===== src/hdl/ftfe_pkg.sv =====
// ----------------------------------------------------------------------------
// ftfe_pkg: shared types and constants of the flow table
// Table geometry, the entry word held by each cell and the controller states.
// ----------------------------------------------------------------------------
package ftfe_pkg;

    localparam int CAPACITY = 64;
    localparam int DATA_W   = 32;
    localparam int IDX_W    = (CAPACITY > 1) ? $clog2(CAPACITY) : 1;

    localparam logic OP_ADD    = 1'b0;
    localparam logic OP_LOOKUP = 1'b1;

    typedef struct packed {
        logic              valid;
        logic              family;
        logic [63:0]       addr_high;
        logic [63:0]       addr_low;
        logic [15:0]       port;
        logic [DATA_W-1:0] data;
    } ftfe_entry_t;

    typedef enum logic [1:0] {
        ST_IDLE,
        ST_SCAN,
        ST_INSERT,
        ST_DONE
    } ftfe_state_t;

endpackage


===== src/hdl/ftfe_cell.sv =====
// ----------------------------------------------------------------------------
// ftfe_cell: one table entry in the rotating chain
// Holds one entry and takes its neighbour's entry on every shift.
// ----------------------------------------------------------------------------
module ftfe_cell
    import ftfe_pkg::*;
(
    input  logic        aclk,
    input  logic        aresetn,
    input  logic        shift_en,
    input  ftfe_entry_t entry_in,
    output ftfe_entry_t entry_out
);

    logic        valid_reg;
    ftfe_entry_t body_reg;

    always_ff @(posedge aclk) begin
        if (!aresetn) begin
            valid_reg <= 1'b0;
        end else if (shift_en) begin
            valid_reg <= entry_in.valid;
        end
    end

    always_ff @(posedge aclk) begin
        if (shift_en) begin
            body_reg <= entry_in;
        end
    end

    always_comb begin
        entry_out       = body_reg;
        entry_out.valid = valid_reg;
    end

endmodule


===== config.mk =====
export PLATFORM = sky130hd
export DESIGN_NAME = ftfe_cell
export DESIGN_NICKNAME = d
export VERILOG_FILES = /design/src/hdl/ftfe_pkg.sv /design/src/hdl/ftfe_cell.sv
export SDC_FILE = /design/constraint.sdc
export NUM_CORES = 1
export LEC_CHECK = 0
export BUFFER_PORTS_ARGS = -buffer_cell sky130_fd_sc_hd__buf_4
export CORE_ASPECT_RATIO = 1.25
export CORE_MARGIN = 8
export CORE_UTILIZATION = 30
export CTS_CLUSTER_SIZE = 10
export DETAILED_ROUTE_END_ITERATION = 16
export PLACE_DENSITY_LB_ADDON = 0.25
export REMOVE_ABC_BUFFERS = 1
export SLEW_MARGIN = 20
export SYNTH_ARGS = -nofsm -noshare
export SYNTH_HDL_FRONTEND = slang
export SYNTH_SLANG_ARGS = --single-unit

===== constraint.sdc =====
create_clock -name aclk -period 2.01 [get_ports aclk]
set_clock_uncertainty 0.15 [all_clocks]
set_input_delay 0.402 -clock aclk [delete_from_list [all_inputs] [get_ports aclk]]
set_output_delay 0.402 -clock aclk [all_outputs]
set_load 0.02 [all_outputs]

==> results of run 1 <==
==> cell families after synthesis <==
| logic type | count (synthesis) |
|---|---|
| flip-flops | 178 |
| multiplexers | 1 |
| AND/OR/NAND/NOR | 1 |
| buffers and inverters | 1 |
==> metrics by stage <==
step / utilization (%) / hold WS [ps] / worst slack, ps
after detailed placement: 48.0 / 394 / 490
after global placement: 48.0 / 404 / 518
after floorplan: - / 351 / 1010
==> cells in the mapped netlist <==
| cell | instances | share of area [%] |
|---|---|---|
| dfxtp_1 | 1 | 0.37 |
| buf_4 | 1 | 0.14 |
| nor2b_1 | 1 | 0.12 |
| mux2i_1 | 1 | 0.19 |
| edfxtp_1 | 177 | 99 |
==> results.py, run 1 <==
metrics = {
    "run_status": {
        "status": "stopped before the end",
        "lastStage": "clock tree synthesis (4_1_cts)",
        "error": "[ERROR RSZ-0060] Max buffer count reached.",
    },
    "yosys": {
        "syn_inst": 181,
        "synthAdderAreaFrac_pct": 0,
        "muxShareOfSynthArea_pct": 0.187,
        "synth_top_family_by_area": "multiplexers",
        "synth_compound_area_share_pct": 0,
        "synthXorXnorAreaFrac_pct": 0,
        "synth-seq-area-share_pct": 99.6,
        "syn_area_um2": 5360,
        "ys_warn_count": 0,
        "synthDistinctLibCells": 5,
        "synth-simple-area-share_pct": 0.117,
        "synth_seq_cells": 178,
        "postSynthAreaPerCell_um2": 29.6,
    },
    "floorplan": {
        "rows": 54,
        "fp.dieH_um": 165,
        "start_util_pct": 30.6,
        "io_pins": 359,
        "die_x_um": 136,
    },
    "clocking": {
        "cts_buffer_depth": 2,
        "htreeDepth": 4,
        "clock_sinks": 178,
        "cts_root_buffer": "clkbuf_16",
        "cts_inserted_buffers": 17,
        "cts_resized": 0,
        "postCtsSetupRepairBufs": 0,
        "hold_buffers": 161,
    },
    "placed_design": {
        "portBuffers": 358,
        "post-place-cells": 770,
        "placed_area_um2": 8410,
        "place.gp.congestion": 0.749,
        "dp_hpwl_mm": 13.6,
    },
}
==> inputs of run 2 (changes only) <==
--- a/config.mk
+++ b/config.mk
@@ -6,12 +6,10 @@
 export NUM_CORES = 1
 export LEC_CHECK = 0
 export BUFFER_PORTS_ARGS = -buffer_cell sky130_fd_sc_hd__buf_4
-export CORE_ASPECT_RATIO = 1.25
 export CORE_MARGIN = 8
-export CORE_UTILIZATION = 30
-export CTS_CLUSTER_SIZE = 10
+export CORE_UTILIZATION = 20
 export DETAILED_ROUTE_END_ITERATION = 16
-export PLACE_DENSITY_LB_ADDON = 0.25
+export PLACE_DENSITY_LB_ADDON = 0.15
 export REMOVE_ABC_BUFFERS = 1
 export SLEW_MARGIN = 20
 export SYNTH_ARGS = -nofsm -noshare
==> run 2 against run 1 <==
Effect of this change:
- the run now ends clean
- synthesized cell count unchanged
- area after synthesis unchanged
==> results.py, run 2 <==
metrics = {
    "floorplan": {
        "die_area_um2": 32300,
        "io_pins": 359,
        "start_util_pct": 20.1,
        "core_um2": 26700,
        "die_x_um": 180,
        "fp.dieH_um": 180,
        "rows": 60,
    },
    "hold_path": {
        "holdCritStartpoint": "entry_in[48]",
        "hold_path_end": "entry_out[48]",
        "min_path_cells": 1,
        "hp-class": "input port to flop",
    },
    "placed_design": {
        "dp_hpwl_mm": 13.7,
        "portBuffers": 358,
        "place.gp.congestion": 0.711,
    },
    "power_and_ir_drop": {
        "p_per_area_nw_per_um2": 834,
        "total_power_mw": 9.06,
        "peakVddDrop_mv": 0.476,
        "p_leak_nw": 4.51,
    },
    "global_routing": {
        "grt_usage_pct": 11.2,
        "antenna_found_initial": 1,
        "grt_pass1_vias": 4781,
        "gr-total-overflow": 0,
        "grt_pass1_wl_mm": 27.8,
        "grt_max_degree": 40,
    },
    "yosys": {
        "synth-edff-count": 177,
        "synth_largest_area_cell": "edfxtp_1",
        "postSynthAreaPerCell_um2": 29.6,
        "synthDistinctLibCells": 5,
        "muxShareOfSynthArea_pct": 0.187,
        "synth_area_leaders": "edfxtp_1, dfxtp_1, mux2i_1",
        "synth-simple-area-share_pct": 0.117,
        "yosysTopAreaCellShare_pct": 99.2,
        "synth_most_common_cell": "edfxtp_1",
        "synth_compound_area_share_pct": 0,
        "synthFlopType": "edfxtp_1",
        "synth_seq_cells": 178,
        "synth-seq-area-share_pct": 99.6,
        "ys_top_cells_by_count": "edfxtp_1, buf_4, dfxtp_1, mux2i_1, nor2b_1",
        "async_reset_ff_share_pct": 0,
        "syn_area_um2": 5360,
        "synthAdderAreaFrac_pct": 0,
        "ys_warn_count": 0,
        "synth_top_family_by_area": "multiplexers",
        "syn_inst": 181,
        "synthXorXnorAreaFrac_pct": 0,
    },
    "clocking": {
        "clk_pin_slew_ps": 70,
        "cts_buffer_depth": 2,
        "cts_resized": 0,
        "htreeDepth": 4,
        "cts_root_buffer": "clkbuf_16",
        "hold_buffers": 171,
        "clock_latency_ps": 420,
        "cts_tree": "done",
        "postCtsSetupRepairBufs": 0,
        "clock_sinks": 178,
        "cts_inserted_buffers": 17,
    },
    "run_status": {
        "status": "completed",
    },
    "cells_and_area": {
        "mostFrequentLayoutCells": "buf_4, edfxtp_1, dlygate4sd3_1",
        "largest_reg_flops": 177,
        "drive_gt1_share_pct": 52.6,
        "fillCellCount": 2407,
        "nets": 923,
        "final_common_cell": "buf_4",
        "areaGrowthSynthToFinish_pct": 103,
    },
    "drt": {
        "antenna_left": 0,
        "routed_wl_mm": 18.3,
        "wl_per_cell_um": 16.7,
        "first_iter_violations": 102,
        "drt_pass1_iterations": 4,
        "avgViaCountPerCell": 3.63,
        "drc": 0,
        "vias": 3977,
    },
    "worst_setup_path": {
        "crit_type": "flop to primary output",
        "slowest_stage": "edfxtp_1",
        "arrival_ps": 1000,
        "r2r_start": "valid_reg",
        "crit_family": "flip-flops",
        "crit_required_ps": 1460,
        "worstReg2RegEnd": "valid_reg",
        "critPathCaptureType": "primary output",
        "r2r_slack_ps": 1250,
        "crit_fanout": 1,
        "start_kind": "flop",
        "critical_path_buf_inv_count": 1,
        "crit_chain": "buf_4",
        "reg2reg_depth": 2,
        "critPathMaxStageDelay_ps": 410,
    },
    "flow_run": {
        "cap_violations": 0,
    },
    "timing": {
        "min_period_over_period_pct": 77.4,
        "tightest_slew_ps": 354,
        "fmax_mhz": 642,
        "slew_violations": 0,
        "finalSetupTns_ps": 0,
        "fin_crit_ps": 1560,
        "setup_viol": 0,
        "rsz0062_at_grt": "false",
        "hold_violations": 0,
        "slew_headroom_pct": 76.4,
    },
}
run 2: worst max-delay path by stage:
| stage | cells after the start | end | slack (ps) | startpoint |
|---|---|---|---|---|
| floorplan | 0 | entry_out[0] | 1010 | entry_out[0] |
| global placement | 2 | entry_out[10] | 520 | shift_en |
| detailed placement | 2 | entry_out[75] | 510 | shift_en |
| CTS | 1 | entry_out[13] | 410 | entry_out[13] |
| global route | 1 | entry_out[145] | 410 | entry_out[145] |
| finish | 1 | entry_out[13] | 450 | entry_out[13] |
run 2: power by group:
group / internal, mW / total (mW) / switching, mW
Clock: 1.61 / 3.07 / 1.46
Combinational: 0.796 / 1.49 / 0.698
Sequential: 4.41 / 4.49 / 0.0869
Total: 6.82 / 9.06 / 2.24
run 2: cell families (layout without fill, tap and decap cells):
family | count (synthesis) | after routing
buffers and inverters | 1 | 575
flip-flops | 178 | 178
multiplexers | 1 | 1
other | 0 | 1
AND/OR/NAND/NOR | 1 | 1
run 2: final cells by class:
class                   instances  area (um^2)  area share (%)
diodes                          1         2.50          0.0230
clock buffers                  20          437            4.02
clock inverters                12          103           0.944
multi-input cells               2         16.3           0.150
flip-flops and latches        178         5340            49.1
well taps                     341          427            3.93
repair buffers                543         4540            41.8
run 2: per-stage QoR:
step	hold slack (ps)	worst slack [ps]	area [um^2]	utilization [%]	instances
final	30.2	453	10900	40.8	1097
after global routing	0.221	405	10900	40.8	1097
after CTS	0.942	412	10800	40.6	1092
after detailed placement	387	508	8570	32.2	889
after global placement	384	516	8570	32.2	889
after floorplan	351	1010	5350	-	180
run 2: worst register-to-register path, stage by stage (launching register included):
cell and delay, ps:
dfxtp_1 330, mux2i_1 130, nor2b_1 60
run 2: per-layer routing:
layer / wire length (um) / share of wire (%) / vias up / global-route usage, %
li1: - / - / 1863 / -
met1: 6720 / 37 / 1896 / 11.3
met2: 9720 / 53 / 204 / 20.1
met3: 1630 / 8.9 / 14 / 5.24
met4: 202 / 1.1 / 0 / 3.47
met5: 0 / 0 / - / 0
No activity file was read; power rests on OpenSTA's default activity.
==> inputs of run 3 (changes only) <==
--- a/config.mk
+++ b/config.mk
@@ -5,6 +5,7 @@
 export SDC_FILE = /design/constraint.sdc
 export NUM_CORES = 1
 export LEC_CHECK = 0
+export ABC_AREA = 1
 export BUFFER_PORTS_ARGS = -buffer_cell sky130_fd_sc_hd__buf_4
 export CORE_MARGIN = 8
 export CORE_UTILIZATION = 20
==> constraint.sdc (replaced) <==
create_clock -name aclk -period 1.55 [get_ports aclk]
set_clock_uncertainty 0.15 [all_clocks]
set_input_delay 0.31 -clock aclk [delete_from_list [all_inputs] [get_ports aclk]]
set_output_delay 0.31 -clock aclk [all_outputs]
set_load 0.02 [all_outputs]
==> run 3 against run 2 <==
Effect of this change:
- clock-buffer cell count decreased by 1
- cell area increased by 0.65%
- hold slack improved by 14 ps
- setup slack got worse by 370 ps
- sequential power increased by 30%
- sequential share of layout area decreased by 0.31 points
- synthesized cell count increased by 1.7%
==> results.py, run 3 <==
metrics = {
    "run_status": {
        "status": "completed",
    },
    "placed_design": {
        "place.gp.congestion": 0.726,
        "placed_area_um2": 8570,
        "dp_hpwl_mm": 13.7,
        "portBuffers": 358,
    },
    "clocking": {
        "clock_sinks": 178,
        "cts_tree": "done",
        "cts_buffer_depth": 2,
        "clock_latency_ps": 420,
        "cts_root_buffer": "clkbuf_16",
        "clk_pin_slew_ps": 80,
        "cts_inserted_buffers": 17,
        "htreeDepth": 4,
        "postCtsSetupRepairBufs": 0,
    },
    "cells_and_area": {
        "final_common_cell": "buf_4",
        "largest_reg_flops": 177,
        "antenna_cells": 0,
        "drive_gt1_share_pct": 52.5,
        "mostFrequentLayoutCells": "buf_4, dlygate4sd3_1, edfxtp_1",
        "areaGrowthSynthToFinish_pct": 104,
        "nets": 928,
        "finalInstanceArea_um2": 10900,
        "fillCellCount": 2403,
    },
    "global_routing": {
        "grt_pass1_wl_mm": 27.8,
        "grt_usage_pct": 11.1,
        "grt_use_met2_pct": 20.5,
        "gr-total-overflow": 0,
        "antenna_found_initial": 0,
        "grt_pass1_vias": 4785,
        "gr-usage-met1_pct": 11.1,
        "grtUsageMet3_pct": 4.62,
        "top_usage_layer": "met2",
        "grt_max_degree": 56,
    },
    "hold_path": {
        "hp-class": "input port to flop",
        "holdCritStartpoint": "entry_in[177]",
    },
    "worst_setup_path": {
        "arrival_ps": 1010,
        "crit_type": "flop to primary output",
        "slowest_stage": "edfxtp_1",
        "crit_fanout": 1,
        "critPathMaxStageDelay_ps": 420,
        "crit_family": "flip-flops",
        "start_kind": "flop",
        "critical_path_buf_inv_count": 1,
        "cp-startpoint": "entry_out[12]",
        "r2r_start": "valid_reg",
        "critPathCaptureType": "primary output",
        "crit_required_ps": 1090,
        "crit_chain": "buf_4",
    },
    "timing": {
        "fmax_mhz": 680,
        "setup_viol": 0,
        "slew_headroom_pct": 79.9,
        "slew_violations": 0,
        "fin_crit_ps": 1470,
        "rsz0062_at_grt": "false",
        "tightest_slew_ps": 301,
        "finalSetupTns_ps": 0,
        "min_period_over_period_pct": 94.9,
        "hold_violations": 0,
    },
    "yosys": {
        "async_reset_ff_share_pct": 0,
        "synth-edff-count": 177,
        "synthDistinctLibCells": 7,
        "synth-seq-area-share_pct": 99.5,
        "synth_largest_area_cell": "edfxtp_1",
        "synthFlopType": "edfxtp_1",
        "synth_most_common_cell": "edfxtp_1",
        "syn_area_um2": 5360,
        "yosysTopAreaCellShare_pct": 99.1,
        "synth_area_leaders": "edfxtp_1, dfxtp_1, buf_4",
        "synth_seq_cells": 178,
        "ys_warn_count": 0,
        "postSynthAreaPerCell_um2": 29.2,
        "syn_inst": 184,
        "ys_top_cells_by_count": "edfxtp_1, nand2_1",
    },
    "drt": {
        "vias": 3965,
        "drt_pass1_iterations": 4,
        "antenna_left": 0,
        "routed_wl_mm": 18.3,
        "drc": 0,
        "wl_per_cell_um": 16.6,
        "avgViaCountPerCell": 3.60,
        "first_iter_violations": 111,
    },
    "floorplan": {
        "die_area_um2": 32300,
        "fp.dieH_um": 180,
        "start_util_pct": 20.1,
        "core_um2": 26700,
        "die_x_um": 180,
        "io_pins": 359,
        "rows": 60,
    },
    "power_and_ir_drop": {
        "p_leak_nw": 4.55,
        "peakVddDrop_mv": 0.551,
        "p_per_area_nw_per_um2": 1100,
    },
    "flow_run": {
        "cap_violations": 0,
    },
}
run 3: through the flow:
stage | total power [mW] | std cells | hold WS, ps | util, % | setup WS [ps]
after floorplan | 6.42 | 183 | 259 | - | 641
after global placement | 7.54 | 891 | 338 | 32.1 | 203
after detailed placement | 7.54 | 891 | 339 | 32.1 | 193
after CTS | 12.2 | 1101 | 14.7 | 41.0 | 38.4
after global routing | 12.5 | 1101 | 45.3 | 41.0 | 28.3
final | 12.0 | 1101 | 43.8 | 41.0 | 78.9
run 3: worst paths after layout:
path / endpoint / cells after the start / slack (ps)
worst max-delay path: entry_out[12] / 1 / 80
worst min-delay path: valid_reg / 5 / 40
worst max register to register: valid_reg / 2 / 800
worst min register to register: valid_reg / 2 / 390
run 3: kinds of logic (layout without fill, tap and decap cells):
group / after synthesis / count (layout) / share of synthesized area [%]
DFF: 178 / 178 / 99.5
and+or+nand+nor: 4 / 4 / 0.327
buffers and inverters: 2 / 578 / 0.210
run 3: timing repair:
item,4_1_cts,5_1_grt
hold endpoints to repair,178,0
hold buffers,178,0
gates resized for setup,0,0
run 3: per-layer routing:
| layer | wire length (um) | vias up |
|---|---|---|
| met5 | 0 | - |
| met4 | 312 | 0 |
| met3 | 1560 | 18 |
| met2 | 9670 | 201 |
| met1 | 6790 | 1878 |
| li1 | - | 1868 |
run 3: area by class of cell:
class / count / area (um^2) / area share [%]
Tap cell: 341 / 427 / 3.90
Timing Repair Buffer: 545 / 4570 / 41.8
Clock inverter: 13 / 141 / 1.29
Clock buffer: 19 / 443 / 4.05
Sequential cell: 178 / 5340 / 48.8
Multi-Input combinational cell: 4 / 17.5 / 0.160
Inverter: 1 / 3.75 / 0.0343
run 3: power breakdown:
| group | internal [mW] | leakage (nW) | switching (mW) | total [mW] |
|---|---|---|---|---|
| Combinational | 1.04 | 2.53 | 0.907 | 1.94 |
| Sequential | 5.71 | 1.74 | 0.118 | 5.83 |
| Clock | 2.33 | 0.279 | 1.93 | 4.26 |
